$ cat src/rtl/core/i2cms_pkg.sv
`timescale 1ns / 1ps
`default_nettype none
// ----------------------------------------------------------------------------
// i2cms_pkg: I2C master transfer sequencer package
// Shared widths, codes and the transmit store write bundle.
// ----------------------------------------------------------------------------
package i2cms_pkg;

  localparam int unsigned BYTE_W      = 8;
  localparam int unsigned LPOS_W      = 4;
  localparam int unsigned IN_TDATA_W  = 40;
  localparam int unsigned IN_TUSER_W  = 2;
  localparam int unsigned OUT_TDATA_W = 40;

  localparam logic READ_BIT = 1'b1;

  typedef enum logic [1:0] {
    FUNC_LOAD  = 2'd0,
    FUNC_WRITE = 2'd1,
    FUNC_READ  = 2'd2,
    FUNC_EVENT = 2'd3
  } func_e;

  typedef enum logic [3:0] {
    ST_START      = 4'd0,
    ST_REPSTART   = 4'd1,
    ST_SLAW_ACK   = 4'd2,
    ST_SLAW_NACK  = 4'd3,
    ST_DATA_ACK   = 4'd4,
    ST_DATA_NACK  = 4'd5,
    ST_SLAR_ACK   = 4'd6,
    ST_SLAR_NACK  = 4'd7,
    ST_RX_ACK     = 4'd8,
    ST_RX_NACK    = 4'd9,
    ST_ARB_LOST   = 4'd10,
    ST_ILLEGAL    = 4'd11,
    ST_NONE       = 4'd12
  } status_e;

  typedef enum logic [2:0] {
    CMD_NONE    = 3'd0,
    CMD_START   = 3'd1,
    CMD_SEND    = 3'd2,
    CMD_STOP    = 3'd3,
    CMD_RX_ACK  = 3'd4,
    CMD_RX_NACK = 3'd5
  } cmd_e;

  typedef enum logic [2:0] {
    ERR_OK        = 3'd0,
    ERR_BUSY      = 3'd1,
    ERR_SLAW_NACK = 3'd2,
    ERR_DATA_NACK = 3'd3,
    ERR_SLAR_NACK = 3'd4,
    ERR_ARB       = 3'd5,
    ERR_ILLEGAL   = 3'd6
  } err_e;

  typedef struct packed {
    logic              we;
    logic [LPOS_W-1:0] addr;
    logic [BYTE_W-1:0] data;
  } store_wr_t;

endpackage : i2cms_pkg
`default_nettype wire

$ cat src/rtl/core/i2cms_tx_store.sv
`timescale 1ns / 1ps
`default_nettype none
// ----------------------------------------------------------------------------
// i2cms_tx_store: transmit byte store
// One write port, one registered read at the next send position (write
// forwarded), plus a copy of entry zero for sends right at transfer start.
// ----------------------------------------------------------------------------
module i2cms_tx_store
  import i2cms_pkg::*;
#(
  parameter int unsigned DEPTH = 16
) (
  input  wire logic                         clk_i,
  input  wire store_wr_t                    wr_i,
  input  wire logic [$clog2(DEPTH+1)-1:0]   raddr_i,
  output logic      [BYTE_W-1:0]            rdata_o,
  output logic      [BYTE_W-1:0]            head_o
);

  localparam int unsigned IDX_W = (DEPTH > 1) ? $clog2(DEPTH) : 1;

  logic [BYTE_W-1:0] mem [DEPTH];
  logic [BYTE_W-1:0] rd_q;
  logic [BYTE_W-1:0] head_q;
  logic [IDX_W-1:0]  widx;
  logic [IDX_W-1:0]  ridx;

  assign widx = IDX_W'(wr_i.addr);
  assign ridx = raddr_i[IDX_W-1:0];

  always_ff @(posedge clk_i) begin
    if (wr_i.we) begin
      mem[widx] <= wr_i.data;
    end
  end

  always_ff @(posedge clk_i) begin
    if (wr_i.we && (widx == ridx)) begin
      rd_q <= wr_i.data;
    end else begin
      rd_q <= mem[ridx];
    end
  end

  always_ff @(posedge clk_i) begin
    if (wr_i.we && (wr_i.addr == '0)) begin
      head_q <= wr_i.data;
    end
  end

  assign rdata_o = rd_q;
  assign head_o  = head_q;

endmodule : i2cms_tx_store
`default_nettype wire

$ cat src/rtl/core/i2c_master_transfer_sequencer.sv
`timescale 1ns / 1ps
`default_nettype none
// ----------------------------------------------------------------------------
// i2c_master_transfer_sequencer: I2C master transfer sequencer
// Path: an accepted input word waits in the input register, then one decision
// step writes the result register. Throughput: one word per cycle unless
// the result side stalls; the step is a single pass over the state.
// Reset: control state, mode and error clear at once; store contents are
// undefined until loaded.
// ----------------------------------------------------------------------------
module i2c_master_transfer_sequencer
  import i2cms_pkg::*;
#(
  parameter int unsigned TX_DEPTH = 16
) (
  input  wire logic                    clk_i,
  input  wire logic                    rst_ni,
  input  wire logic                    s_axis_tvalid,
  output logic                         s_axis_tready,
  // lsb up: load_position, load_byte, count, hold_bus, target_addr, bus_status, rx_byte
  input  wire logic [IN_TDATA_W-1:0]   s_axis_tdata,
  // lsb up: func
  input  wire logic [IN_TUSER_W-1:0]   s_axis_tuser,
  output logic                         m_axis_tvalid,
  input  wire logic                    m_axis_tready,
  // lsb up: accepted, bus_command, tx_out, rx_valid, rx_out, rx_position,
  // error_code, is_ready, zero pad
  output logic      [OUT_TDATA_W-1:0]  m_axis_tdata
);

  localparam int unsigned LEN_W = $clog2(TX_DEPTH + 1);

  localparam logic [2:0] MODE_READY    = 3'd0;
  localparam logic [2:0] MODE_INIT     = 3'd1;
  localparam logic [2:0] MODE_REPSTART = 3'd2;
  localparam logic [2:0] MODE_MT       = 3'd3;
  localparam logic [2:0] MODE_MR       = 3'd4;

  // input register
  logic                  in_vld_q;
  logic [IN_TDATA_W-1:0] in_data_q;
  func_e                 in_func_q;
  logic                  fire;

  // fields
  logic [LPOS_W-1:0] f_lpos;
  logic [BYTE_W-1:0] f_lbyte;
  logic [7:0]        f_cnt;
  logic              f_hold;
  logic [6:0]        f_addr;
  status_e           f_status;
  logic [BYTE_W-1:0] f_rxb;

  // state
  logic [2:0]        mode_q, mode_d;
  err_e              err_q, err_d;
  logic              keep_q, keep_d;
  logic [LEN_W-1:0]  tx_len_q, tx_len_d;
  logic [LEN_W-1:0]  tx_pos_q, tx_pos_d;
  logic [7:0]        rx_len_q, rx_len_d;
  logic [7:0]        rx_cnt_q, rx_cnt_d;
  logic [BYTE_W-1:0] addr_byte_q, addr_byte_d;
  logic              reading_q, reading_d;

  // store
  store_wr_t         st_wr;
  logic [BYTE_W-1:0] st_rdata;
  logic [BYTE_W-1:0] st_head;
  logic [BYTE_W-1:0] send_byte;

  // step result
  logic              r_acc;
  cmd_e              r_cmd;
  logic [BYTE_W-1:0] r_txo;
  logic              r_rxv;
  logic [BYTE_W-1:0] r_rxo;
  logic [7:0]        r_rxp;
  logic [7:0]        rx_cnt_inc;

  // result register
  logic                   out_vld_q;
  logic [OUT_TDATA_W-1:0] out_data_q;

  function automatic cmd_e rx_cmd(input logic [7:0] cnt, input logic [7:0] len);
    cmd_e c;
    c = (({1'b0, cnt} + 9'd1) < {1'b0, len}) ? CMD_RX_ACK : CMD_RX_NACK;
    return c;
  endfunction

  assign fire          = in_vld_q && (!out_vld_q || m_axis_tready);
  assign s_axis_tready = !in_vld_q || fire;

  assign f_lpos   = in_data_q[3:0];
  assign f_lbyte  = in_data_q[11:4];
  assign f_cnt    = in_data_q[19:12];
  assign f_hold   = in_data_q[20];
  assign f_addr   = in_data_q[27:21];
  assign f_status = status_e'(in_data_q[31:28]);
  assign f_rxb    = in_data_q[39:32];

  assign rx_cnt_inc = rx_cnt_q + 8'd1;
  assign send_byte  = reading_q ? addr_byte_q :
                      ((tx_pos_q < LEN_W'(TX_DEPTH)) ? st_rdata : '0);

  always_comb begin
    mode_d      = mode_q;
    err_d       = err_q;
    keep_d      = keep_q;
    tx_len_d    = tx_len_q;
    tx_pos_d    = tx_pos_q;
    rx_len_d    = rx_len_q;
    rx_cnt_d    = rx_cnt_q;
    addr_byte_d = addr_byte_q;
    reading_d   = reading_q;
    st_wr.we    = 1'b0;
    st_wr.addr  = f_lpos;
    st_wr.data  = f_lbyte;
    r_acc       = 1'b0;
    r_cmd       = CMD_NONE;
    r_txo       = '0;
    r_rxv       = 1'b0;
    r_rxo       = '0;
    r_rxp       = '0;
    if (fire) begin
      case (in_func_q)
        FUNC_LOAD: begin
          st_wr.we = ({5'd0, f_lpos} < 9'(TX_DEPTH));
        end
        FUNC_WRITE, FUNC_READ: begin
          if (mode_q inside {MODE_READY, MODE_REPSTART}) begin
            r_acc    = 1'b1;
            keep_d   = f_hold;
            tx_pos_d = '0;
            if (in_func_q == FUNC_WRITE) begin
              reading_d = 1'b0;
              tx_len_d  = ({1'b0, f_cnt} > 9'(TX_DEPTH)) ? LEN_W'(TX_DEPTH) : LEN_W'(f_cnt);
            end else begin
              reading_d   = 1'b1;
              addr_byte_d = {f_addr, READ_BIT};
              rx_len_d    = f_cnt;
              rx_cnt_d    = '0;
              tx_len_d    = LEN_W'(1);
            end
            err_d  = ERR_BUSY;
            mode_d = MODE_INIT;
            if (mode_q == MODE_REPSTART) begin
              r_txo    = reading_d ? addr_byte_d : st_head;
              tx_pos_d = LEN_W'(1);
              r_cmd    = CMD_SEND;
            end else begin
              r_cmd = CMD_START;
            end
          end
        end
        default: begin
          case (f_status)
            ST_START, ST_SLAW_ACK, ST_DATA_ACK: begin
              if (f_status == ST_SLAW_ACK) begin
                mode_d = MODE_MT;
              end
              if (tx_pos_q < tx_len_q) begin
                r_txo    = send_byte;
                tx_pos_d = tx_pos_q + LEN_W'(1);
                err_d    = ERR_BUSY;
                r_cmd    = CMD_SEND;
              end else begin
                err_d = ERR_OK;
                if (keep_q) begin
                  r_cmd = CMD_START;
                end else begin
                  mode_d = MODE_READY;
                  r_cmd  = CMD_STOP;
                end
              end
            end
            ST_SLAR_ACK: begin
              mode_d = MODE_MR;
              err_d  = ERR_BUSY;
              r_cmd  = rx_cmd(rx_cnt_q, rx_len_q);
            end
            ST_RX_ACK: begin
              r_rxv    = 1'b1;
              r_rxo    = f_rxb;
              r_rxp    = rx_cnt_q;
              rx_cnt_d = rx_cnt_inc;
              err_d    = ERR_BUSY;
              r_cmd    = rx_cmd(rx_cnt_inc, rx_len_q);
            end
            ST_RX_NACK, ST_SLAW_NACK, ST_DATA_NACK, ST_SLAR_NACK, ST_ARB_LOST: begin
              case (f_status)
                ST_RX_NACK: begin
                  r_rxv    = 1'b1;
                  r_rxo    = f_rxb;
                  r_rxp    = rx_cnt_q;
                  rx_cnt_d = rx_cnt_inc;
                  err_d    = ERR_OK;
                end
                ST_SLAW_NACK: err_d = ERR_SLAW_NACK;
                ST_DATA_NACK: err_d = ERR_DATA_NACK;
                ST_SLAR_NACK: err_d = ERR_SLAR_NACK;
                default:      err_d = ERR_ARB;
              endcase
              if (keep_q) begin
                r_cmd = CMD_START;
              end else begin
                mode_d = MODE_READY;
                r_cmd  = CMD_STOP;
              end
            end
            ST_REPSTART: begin
              mode_d = MODE_REPSTART;
            end
            ST_ILLEGAL: begin
              err_d  = ERR_ILLEGAL;
              mode_d = MODE_READY;
              r_cmd  = CMD_STOP;
            end
            default: begin
            end
          endcase
        end
      endcase
    end
  end

  i2cms_tx_store #(
    .DEPTH (TX_DEPTH)
  ) u_tx_store (
    .clk_i   (clk_i),
    .wr_i    (st_wr),
    .raddr_i (tx_pos_d),
    .rdata_o (st_rdata),
    .head_o  (st_head)
  );

  always_ff @(posedge clk_i or negedge rst_ni) begin
    if (!rst_ni) begin
      in_vld_q    <= 1'b0;
      out_vld_q   <= 1'b0;
      mode_q      <= MODE_READY;
      err_q       <= ERR_OK;
      keep_q      <= 1'b0;
      tx_len_q    <= '0;
      tx_pos_q    <= '0;
      rx_len_q    <= '0;
      rx_cnt_q    <= '0;
      addr_byte_q <= '0;
      reading_q   <= 1'b0;
    end else begin
      if (s_axis_tready) begin
        in_vld_q <= s_axis_tvalid;
      end
      if (fire) begin
        out_vld_q <= 1'b1;
      end else if (m_axis_tready) begin
        out_vld_q <= 1'b0;
      end
      mode_q      <= mode_d;
      err_q       <= err_d;
      keep_q      <= keep_d;
      tx_len_q    <= tx_len_d;
      tx_pos_q    <= tx_pos_d;
      rx_len_q    <= rx_len_d;
      rx_cnt_q    <= rx_cnt_d;
      addr_byte_q <= addr_byte_d;
      reading_q   <= reading_d;
    end
  end

  always_ff @(posedge clk_i) begin
    if (s_axis_tready && s_axis_tvalid) begin
      in_data_q <= s_axis_tdata;
      in_func_q <= func_e'(s_axis_tuser);
    end
    if (fire) begin
      out_data_q <= {7'd0,
                     (mode_d == MODE_READY) || (mode_d == MODE_REPSTART),
                     err_d, r_rxp, r_rxo, r_rxv, r_txo, r_cmd, r_acc};
    end
  end

  assign m_axis_tvalid = out_vld_q;
  assign m_axis_tdata  = out_data_q;

endmodule : i2c_master_transfer_sequencer
`default_nettype wire

$ cat config.mk
export PLATFORM = sky130hd
export DESIGN_NAME = i2c_master_transfer_sequencer
export DESIGN_NICKNAME = d
export VERILOG_FILES = /design/src/rtl/core/i2cms_pkg.sv /design/src/rtl/core/i2cms_tx_store.sv /design/src/rtl/core/i2c_master_transfer_sequencer.sv
export SDC_FILE = /design/constraint.sdc
export NUM_CORES = 1
export LEC_CHECK = 0
export BUFFER_PORTS_ARGS = -buffer_cell sky130_fd_sc_hd__buf_4
export CORE_MARGIN = 2
export CORE_UTILIZATION = 45
export DETAILED_ROUTE_END_ITERATION = 7
export GPL_TIMING_DRIVEN = 1
export PLACE_DENSITY = 0.73
export SLEW_MARGIN = 20
export SYNTH_ARGS = -nofsm -noshare
export SYNTH_HDL_FRONTEND = slang
export SYNTH_SLANG_ARGS = --single-unit
$ cat constraint.sdc
create_clock -name clk_i -period 5 [get_ports clk_i]
set_clock_uncertainty 0.2 [all_clocks]
set_input_delay 0.25 -clock clk_i [delete_from_list [all_inputs] [get_ports clk_i]]
set_output_delay 0.25 -clock clk_i [all_outputs]
set_load 0.01 [all_outputs]
### Yosys cells after proc, flatten, opt, wreduce, memory -nomap -nowiden

Memory sizes are Yosys's and may differ from the RTL's. A register that Yosys moved wholly into a read port is not among the register bits.
Cells that the tools add are included.

* add/subtract/negate cells: 4
* magnitude comparators: 5
* equal/unequal tests: 18
* multiplexer cells: 61
* bitwise logic cells: 2
* reductions and logical operators: 27

Operators with widths (count)
* $mux 8: 13
* $pmux 8 s2: 5
* $pmux 3 s5: 2
* $mux 5: 5
* $mux 3: 8
* $pmux 3 s4: 2
* $add 8x1->9 const B: 2
* $lt 9x8->1: 2
* $pmux 3 s2: 3
* $eq 4x3->1 const B: 4
* $eq 4x4->1 const B: 4
* $mux 1: 16
* $pmux 5 s2: 1
* $add 8x1->8 const B: 1
* $eq 4x2->1 const B: 2
* $gt 8x5->1 const B: 1
* $logic_not 4->1: 2
* $mux 2: 4
* $reduce_bool 2->1: 4
* $eq 3x2->1 const B: 2
* $logic_not 3->1: 2
* $reduce_and 6->1: 1
* $reduce_or 3->1: 2
* $add 5x1->5 const B: 1
* 20 further kinds: 28

* flip-flop bits (word level): 127
* memory bits (writable): 128
* bits of input ports: 46
* output and inout bits: 42
* logic and storage cells: 136
* memories: 1

Memories
* u_tx_store.mem: depth 16, bits a word 8, rd ports 1, clocked after Yosys merged registers in 1, wr ports 1, line i2cms_tx_store.sv:22 `logic [BYTE_W-1:0] mem [DEPTH];`

### Longest topological paths before layout

Gate-level depths: netlist of the first run.

* word-level depth: 9
* depth in mapped cells: 13
* gate-level depth less buffers: 12

### Hierarchy

From an unflattened synthesis of the first run, not the netlist that was laid out.

* cell total of the unflattened synthesis: 742
* area, all modules: 11068.1 sq um

Modules (own cells, without submodules)
* i2c_master_transfer_sequencer: times used 1, cells each 517, area each 6000.8 sq um, sequential area each 3353.2 sq um
* i2cms_tx_store: times used 1, cells each 225, area each 5067.4 sq um, sequential area each 3923.8 sq um

### Worst setup path after synthesis of the first run

No wires, ideal clock.

* path type: reg2reg
* start: register out_vld_q (netlist: m_axis_tvalid)
* end: memory u_tx_store.mem[1][0], enable pin
* library setup time: 0.383 ns
* arrival: 2.921 ns
* data required time: 4.417 ns
* setup slack: 1.495 ns
* stages on the path, launching flop included: 7
* path buffers: 1
* period minus slack after synthesis: 3.505 ns
* cells stage by stage: dfrtp_1 -> nand2b_1 -> nand2_1 -> inv_1 -> buf_1 -> nand4b_1 -> nor3_1

* cells in the longest elaborated chain, start to end: 6

RTL lines
* start, declared: line i2c_master_transfer_sequencer.sv:81 `logic out_vld_q;`
* start signal, assigned: line i2c_master_transfer_sequencer.sv:239 `out_vld_q <= 1'b0;`
* start signal, assigned: line i2c_master_transfer_sequencer.sv:254 `out_vld_q <= 1'b1;`
* start signal, assigned: line i2c_master_transfer_sequencer.sv:256 `out_vld_q <= 1'b0;`
* $logic_not 1->1: line i2c_master_transfer_sequencer.sv:90 `assign fire = in_vld_q && (!out_vld_q || m_axis_tready);`
* $logic_or 1x1->1: line i2c_master_transfer_sequencer.sv:90
* $logic_and 1x1->1: line i2c_master_transfer_sequencer.sv:90
* net fire: line i2c_master_transfer_sequencer.sv:43 `logic fire;`
* $mux 1: line i2c_master_transfer_sequencer.sv:124 `if (fire) begin`
* $mux 1: line i2cms_tx_store.sv:32 `if (wr_i.we) begin`
* $mux 1 (not written as such): line i2cms_tx_store.sv:33 `mem[widx] <= wr_i.data;`
* end, declared: line i2cms_tx_store.sv:22

The timed path passes the listed nets, and every way through them passes these cells.

### Worst setup path in the final report of the first run

* start: register out_vld_q (netlist: m_axis_tvalid)
* end: memory u_tx_store.mem[1][5], enable pin

* cells in the longest elaborated chain, start to end: 6

RTL lines (line)
* $logic_not 1->1: i2c_master_transfer_sequencer.sv:90
* $logic_or 1x1->1: i2c_master_transfer_sequencer.sv:90
* $logic_and 1x1->1: i2c_master_transfer_sequencer.sv:90
* $mux 1: i2c_master_transfer_sequencer.sv:124
* $mux 1: i2cms_tx_store.sv:32
* $mux 1 (not written as such): i2cms_tx_store.sv:33

Every way passes these cells.

==> impl_metrics.json, run 1 <==
{
  "wl_mm": 22.8,
  "hpwl_mm": 14.6,
  "die_h_um": 160,
  "min_period_ns": 3.56,
  "synth_seq_cells": 251,
  "diodes": 0,
  "p_leak_nw": 4.82,
  "clkLatencyLatePin_ns": 0.53,
  "setup_tns_ns": 0,
  "syn_area_um2": 10900,
  "max_freq_ghz": 0.281,
  "relSlewSlack_pct": 27.0,
  "gr-usage-met1_pct": 22.8,
  "start_util_pct": 46.2,
  "setup_violations": 0,
  "cts_tree": "built",
  "status": "finished, final reports clean",
  "worstReg2RegStart": "m_axis_tvalid",
  "max-vdd-ir-drop_v": 0.000339,
  "synth_top_cell_area_share_pct": 55.9,
  "first_iter_violations": 461,
  "vias": 6297,
  "htree_levels": 1,
  "grt_setup_unrepaired": "false",
  "cellPowerDensity_nw_per_um2": 428,
  "grt_overflow": 0,
  "critPathCaptureType": "register",
  "ios": 88,
  "drc": 0,
  "period_share_pct": 71.2,
  "layout_setup_ws_ns": 1.44,
  "reg2reg_slack_ns": 1.44,
  "cts_buffer_depth": 3,
  "first_pass_iters": 5,
  "required_ns": 4.95,
  "wl_per_cell_um": 19.7,
  "die-area_um2": 25500,
  "grt_use_met2_pct": 32.1,
  "track_usage_pct": 18.0,
  "area_growth_pct": 18.8,
  "crit_type": "reg -> reg",
  "core_um2": 23600,
  "clk_pin_slew_worst_paths_ns": 0.06,
  "synth-edff-count": 203,
  "worstPathMaxFanout": 48,
  "hold_path.class": "in -> async",
  "crit_arrival_ns": 3.51,
  "grt_pass1_wl_mm": 35.8,
  "ys.flop_type": "edfxtp_1",
  "yosysWarnings": 0,
  "synthCells": 697,
  "synth.avg_cell_area_um2": 15.6,
  "antenna_found_initial": 0,
  "synth.distinct_cells": 62,
  "grt_max_degree": 49,
  "first_global_vias": 6460,
  "avgViaCountPerCell": 5.44,
  "dpl-instance-area_um2": 11700,
  "io_buffers": 80,
  "ys_async_sr_fraction_pct": 17.5,
  "reg2reg_depth": 5,
  "r2r-end": "u_tx_store.mem[1][5]",
  "synth_area_leaders": "edfxtp_1 56%, dfrtp_1 10%, mux4_1 7.5%",
  "drv_cap": 0,
  "layout.nets": 891,
  "synth_commonest_cells": "203 x edfxtp_1, 44 x dfrtp_1, 42 x nor2_1",
  "design_area_um2": 13000,
  "top_usage_layer": "met2",
  "tightest_slew_ns": 1.09,
  "numClockSinks": 251,
  "drive_gt1_share_pct": 18.3,
  "chipWidth_um": 160,
  "rows": 56,
  "final-hold-violation-count": 0,
  "synth_seq_area_share_pct": 66.8,
  "finalMaxSlewViolations": 0,
  "use_met3_pct": 2.81,
  "pre_cts_slack_ns": 1.39,
  "routabilityCongestion": 0.856,
  "clockRootBuffer": "clkbuf_16",
  "ant_nets": 0,
  "yosysMostFrequentCell": "edfxtp_1",
  "startpoint_type": "register",
  "yosys.area.top_type": "edfxtp_1",
  "cts_buffers": 25
}
layout by cell type (no fill, tap or decap), types with 16 or more instances in the layout:
cell type        n
edfxtp_1       203
buf_4           85
dlygate4sd3_1   46
dfrtp_1         44
nor2_1          42
nand2_1         36
mux4_1          31
o21ai_0         28
inv_1           26
clkbuf_16       25
ha_1            24
a21oi_1         21
and3_1          18
mux2_2          16
logic make-up after synthesis:
| kind of cell | share of synthesized area (%) |
|---|---|
| buffers and inverters | 2.94 |
| muxes | 12.1 |
| xor gates and xnor gates | 0.884 |
| other | 0.0344 |
| and+or+nand+nor | 7.61 |
| AOI/OAI and AO/OA | 6.90 |
| adders and majority gates | 2.76 |
| DFF | 66.8 |
worst max-delay path by stage:
stage | slack [ns] | to | depth (start not counted) | startpoint
6_report | 1.44 | u_tx_store.mem[1][5] | 5 | m_axis_tvalid
5_1_grt | 1.16 | u_tx_store.mem[1][3] | 7 | m_axis_tready
4_1_cts | 1.42 | u_tx_store.mem[1][2] | 5 | m_axis_tvalid
3_5_place_dp | 1.39 | u_tx_store.mem[1][2] | 5 | m_axis_tvalid
3_3_place_gp | 1.62 | u_tx_store.mem[2][2] | 5 | m_axis_tvalid
2_1_floorplan | 1.50 | u_tx_store.mem[1][0] | 6 | m_axis_tvalid
cell type report:
class                      count  area, um2
timing repair buffer         131       1100
clock buffer                  34        669
clock inverter                10       68.8
multi-input combinational    385       3340
tap                          319        399
sequential                   251       7280
inverter                      27        101
fill                        1857      10700
sequential cells by signal, summed over array words and instances, names as in the netlist, named ones only:
signal / count
addr_byte_q: 8
err_q: 3
in_data_q: 40
in_func_q: 2
in_vld_q: 1
keep_q: 1
m_axis_tdata: 33
m_axis_tvalid: 1
mode_q: 3
reading_q: 1
rx_cnt_q: 8
rx_len_q: 8
tx_len_q: 5
tx_pos_q: 5
u_tx_store.head_o: 7
u_tx_store.mem: 121
report_power, final:
part	switching (W)	total, W	leakage [nW]	internal (W)
logic	0.000578	0.00120	2.00	0.000620
clock network	0.000767	0.00171	0.361	0.000943
registers	0.000187	0.00264	2.46	0.00245
what timing repair did:
item,4_1_cts,5_1_grt
resized for setup,0,0
setup endpoints to repair,0,0
buffers inserted,0,0
endpoints found under the hold margin,88,0
hold buffers,46,0
stage by stage:
step	util, %	instances	total power (W)	hold WS [ns]
final	54.8	1157	0.00555	0.0690
after global routing	54.8	1157	0.00581	0.124
after CTS	54.8	1157	0.00559	0.0833
after detailed placement	49.7	1067	0.00386	0.103
after global placement	49.7	1067	0.00382	0.0991
after floorplan	-	703	0.00352	-0.246
critical path, stage by stage (launching register included):
cell	delay, ns
dfrtp_1	0.39
nand2b_1	0.12
nand2_1	0.30
inv_2	0.85
nand4b_1	0.38
nor3_1	0.93
layer usage:
metal  share of wire, %  vias up
met5                  0        -
met4                2.2        0
met3                4.8       39
met2                 52      182
met1                 41     3114
li1                   -     2962
No activity file was read; power rests on OpenSTA's default activity.
==> run 2, diff against run 1 <==
clock period = 3.4 ns   (was 5 ns; I/O delays follow)
==> run 2 against run 1 <==
Highest routed layer unchanged. Cell area up 2.2%. Final cell count up 2.2%. Worst hold slack worse by 0.095 ns. Non-clock buffer count up 24. Power up 51%. Critical endpoint is now m_axis_tdata[1]. First-iteration DRC count up 23%. Combinational power up 54%. Largest power group unchanged. Die area unchanged. The run now ends with negative hold slack left. Clock power up 60%. Via count up 2.5%. Global-route usage down 0.21 points.
==> impl_metrics.json, run 2 (synthesized netlist as in run 1, its figures left out) <==
{
  "grt_max_degree": 45,
  "path_cells": "ha_2, nand3_1, and2_1, or2_2, nand3_1, xnor2_1, ha_1, o21a_1, o21ai_0, a21oi_1, o31ai_1, a32oi_1",
  "dpl-instance-area_um2": 11900,
  "final-hold-violation-count": 16,
  "cts_buffer_depth": 3,
  "required_ns": 3.46,
  "drc": 0,
  "slowest_delay_ns": 0.43,
  "layout_common_cells": "203 x edfxtp_1, 108 x buf_4, 46 x dlygate4sd3_1",
  "finalMaxSlewViolations": 0,
  "rows": 56,
  "final_common_cell": "edfxtp_1",
  "worstPathMaxFanout": 8,
  "design_area_um2": 13200,
  "startpoint_type": "register",
  "cellPowerDensity_nw_per_um2": 635,
  "crit_type": "reg -> reg",
  "status": "complete, but fails checks",
  "cpMostUsedCell": "nand3_1",
  "drv_cap": 0,
  "vias": 6455,
  "htree_levels": 1,
  "drive_gt1_share_pct": 20.9,
  "max_freq_ghz": 0.317,
  "crit_buf_inv": 0,
  "max-vdd-ir-drop_v": 0.000468,
  "period_share_pct": 92.8,
  "wl_per_cell_um": 19.1,
  "min_period_ns": 3.16,
  "whs_ns": -0.0256,
  "setup_tns_ns": 0,
  "ant_nets": 0,
  "clk_pin_slew_worst_paths_ns": 0.06,
  "largest_reg_flops": 121,
  "hold_path.class": "in -> async",
  "die_h_um": 160,
  "wl_mm": 22.5,
  "first_pass_iters": 5,
  "hpwl_mm": 14.5,
  "cts_buffers": 25,
  "worstReg2RegStart": "rx_cnt_q[1]",
  "ios": 88,
  "grt_overflow": 0,
  "first_iter_violations": 569,
  "routabilityCongestion": 0.854,
  "crit_arrival_ns": 3.22,
  "setup_violations": 0,
  "relSlewSlack_pct": 39.8,
  "tightest_slew_ns": 0.903,
  "core_um2": 23600,
  "regMostFlops": "u_tx_store.mem",
  "antenna_found_initial": 0,
  "area_growth_pct": 21.4,
  "violations": "negative hold slack",
  "layout.nets": 915,
  "io_buffers": 80,
  "slowest_stage": "dfrtp_2",
  "first_global_vias": 6564,
  "die-area_um2": 25500,
  "p_leak_nw": 4.99,
  "start_util_pct": 46.2,
  "path_delay_family": "simple AND/OR/NAND/NOR gates",
  "n_fill_cell": 1844,
  "numClockSinks": 251,
  "cts_tree": "built",
  "avgViaCountPerCell": 5.46,
  "clockRootBuffer": "clkbuf_16",
  "critPathCaptureType": "register",
  "grt_setup_unrepaired": "false",
  "grt_pass1_wl_mm": 35.7,
  "diodes": 0,
  "chipWidth_um": 160,
  "critPathLaunch": "rx_cnt_q[1]",
  "clkLatencyLatePin_ns": 0.54,
  "track_usage_pct": 17.8
}
## run 2: power by group
group,switching [W],total (W),internal (W)
Combinational,0.000892,0.00185,0.000956
Sequential,0.000217,0.00383,0.00361
Clock,0.00113,0.00273,0.00160
Total,0.00224,0.00840,0.00616
## run 2: through the flow
stage          util (%)  setup slack, ns  cells  total power [W]
2_1_floorplan         -          0.00690    703          0.00518
3_3_place_gp       50.6            0.248   1091          0.00560
3_5_place_dp       50.6            0.130   1091          0.00566
4_1_cts            56.0            0.105   1183          0.00842
5_1_grt            56.0           0.0432   1183          0.00880
6_report           56.0            0.243   1183          0.00840
## run 2: cell type report
cell class,count,area [um2],share of cell area (%)
flip-flops and latches,251,7280,55.0
multi-input cells,385,3340,25.2
repair buffers,155,1290,9.76
clock buffers,38,747,5.64
well taps,319,399,3.02
inverters,27,101,0.766
clock inverters,8,77.6,0.586
## run 2: worst paths after layout
check | to | slack [ns] | cells after the start
worst max-delay path | m_axis_tdata[1] | 0.24 | 12
worst min-delay path | addr_byte_q[5] | -0.03 | 2
worst max register to register | m_axis_tdata[1] | 0.24 | 12
worst min register to register | keep_q | 0.28 | 1
max in group asynchronous | rx_cnt_q[1] | 2.58 | 2
min in group clk_i | in_data_q[9] | 0.14 | 2
## run 2: routing by layer
| metal | GRT usage [%] | vias up | part of all wire, % |
|---|---|---|---|
| met5 | 0 | - | 0 |
| met4 | 6.12 | 0 | 2.7 |
| met3 | 2.75 | 40 | 4.4 |
| met2 | 31.0 | 169 | 51 |
| met1 | 22.7 | 3233 | 42 |
| li1 | - | 3013 | - |
## run 2: timing repair
item / in CTS / in global routing
resized for setup: 0 / 4
setup endpoints to repair: 0 / 1
setup buffers: 0 / 0
endpoints found under the hold margin: 88 / 0
hold buffers: 46 / 0
==> run 3, diff against run 2 <==
RECOVER_POWER = 50   (was default)
==> run 3 against run 2 <==
Non-clock buffer count is the same. The run still ends with negative hold slack left. Die area is the same. Sequential power is essentially flat. Utilization shrank 0.57 points. Wire length grew 0.29%. Critical path type unchanged. Worst hold slack gained 0.00058 ns. Via count is essentially flat. Clock power is essentially flat.
==> impl_metrics.json, run 3 (synthesized netlist as in run 1, its figures left out) <==
{
  "crit_arrival_ns": 3.22,
  "setup_tns_ns": 0,
  "startpoint_type": "register",
  "worstPathMaxFanout": 8,
  "die-area_um2": 25500,
  "required_ns": 3.46,
  "first_global_vias": 6564,
  "grt_overflow": 0,
  "path_cells": "ha_2, nand3_1, and2_1, or2_2, nand3_1, xnor2_1, ha_1, o21a_1, o21ai_0, a21oi_1, o31ai_1, a32oi_1",
  "final-hold-violation-count": 16,
  "min_period_ns": 3.16,
  "cts_tree": "built",
  "numClockSinks": 251,
  "slowest_delay_ns": 0.43,
  "p_leak_nw": 4.85,
  "drc": 0,
  "drv_cap": 0,
  "area_growth_pct": 20.2,
  "core_um2": 23600,
  "clockRootBuffer": "clkbuf_16",
  "track_usage_pct": 17.8,
  "clk_pin_slew_worst_paths_ns": 0.06,
  "pre_cts_slack_ns": 0.130,
  "grt_pass1_wl_mm": 35.7,
  "htree_levels": 1,
  "chipWidth_um": 160,
  "violations": "negative hold slack",
  "n_fill_cell": 1894,
  "cts_buffers": 25,
  "crit_type": "reg -> reg",
  "regMostFlops": "u_tx_store.mem",
  "avgViaCountPerCell": 5.45,
  "first_iter_violations": 572,
  "crit_buf_inv": 0,
  "wl_mm": 22.6,
  "period_share_pct": 92.8,
  "slowest_stage": "dfrtp_2",
  "grt_max_degree": 45,
  "layout.nets": 915,
  "whs_ns": -0.0250,
  "layout_common_cells": "203 x edfxtp_1, 46 x dlygate4sd3_1, 43 x dfrtp_1, 43 x clkbuf_1",
  "multi_input_area_um2": 3340,
  "diodes": 0,
  "ant_nets": 0,
  "die_h_um": 160,
  "cpMostUsedCell": "nand3_1",
  "critPathCaptureType": "register",
  "io_buffers": 80,
  "max-vdd-ir-drop_v": 0.000467,
  "status": "complete, but fails checks",
  "routabilityCongestion": 0.854,
  "ios": 88,
  "largest_reg_flops": 121,
  "finalMaxSlewViolations": 0,
  "cts_buffer_depth": 3,
  "tightest_slew_ns": 1.23,
  "antenna_found_initial": 0,
  "setup_violations": 0,
  "start_util_pct": 46.2,
  "layout_setup_ws_ns": 0.244,
  "wl_per_cell_um": 19.1,
  "cellPowerDensity_nw_per_um2": 639,
  "vias": 6450,
  "final_common_cell": "edfxtp_1",
  "first_pass_iters": 5,
  "regArea_um2": 7280,
  "drive_gt1_share_pct": 16.8,
  "clkLatencyLatePin_ns": 0.54,
  "relSlewSlack_pct": 18.0,
  "path_delay_family": "simple AND/OR/NAND/NOR gates",
  "max_freq_ghz": 0.317,
  "cts_setup_buffers": 0,
  "grt_setup_unrepaired": "false",
  "utilization_pct": 55.5,
  "hold_path.class": "in -> async",
  "rows": 56,
  "hpwl_mm": 14.5
}
==> run 3: path summary, 6_finish.rpt <==
check	startpoint	to	slack [ns]	cells after the start
worst max-delay path	rx_cnt_q[1]	m_axis_tdata[1]	0.24	12
worst min-delay path	rst_ni	addr_byte_q[5]	-0.03	2
worst max register to register	rx_cnt_q[1]	m_axis_tdata[1]	0.24	12
worst min register to register	addr_byte_q[0]	addr_byte_q[0]	0.28	1
max in group asynchronous	rst_ni	rx_cnt_q[1]	2.58	2
min in group clk_i	s_axis_tdata[21]	in_data_q[21]	0.16	2
==> run 3: area by class of cell <==
class / instances / share of cell area (%)
clock buffers: 38 / 5.70
clock inverters: 8 / 0.592
inverters: 27 / 0.774
multi-input cells: 385 / 25.5
flip-flops and latches: 251 / 55.6
well taps: 319 / 3.05
repair buffers: 155 / 8.83
==> run 3: through the flow <==
stage / instances / hold slack, ns / area (um2) / total power (W)
3_3_place_gp: 1091 / 0.0173 / 11900 / 0.00560
5_1_grt: 1183 / 0.0251 / 13100 / 0.00877
3_5_place_dp: 1091 / 0.0250 / 11900 / 0.00566
4_1_cts: 1183 / 0.000596 / 13200 / 0.00842
2_1_floorplan: 703 / -0.326 / 10900 / 0.00518
6_report: 1183 / -0.0250 / 13100 / 0.00836
==> run 3: power breakdown <==
group / switching, W / leakage [nW] / total (W) / internal, W
Clock: 0.00113 / 0.406 / 0.00272 / 0.00160
Combinational: 0.000890 / 1.98 / 0.00181 / 0.000925
Sequential: 0.000217 / 2.46 / 0.00383 / 0.00361
==> run 3: metal layers <==
metal | global-route usage (%) | vias to the layer above | share of wire, %
li1 | - | 3007 | -
met1 | 22.7 | 3226 | 42
met2 | 31.0 | 173 | 51
met3 | 2.75 | 44 | 4.7
met4 | 6.12 | 0 | 2.8
met5 | 0 | - | 0
==> run 3: repair_timing <==
action,4_1_cts,5_1_grt
endpoints found under the setup margin,0,1
resized for setup,0,4
hold endpoints to repair,88,0
hold buffers,46,0
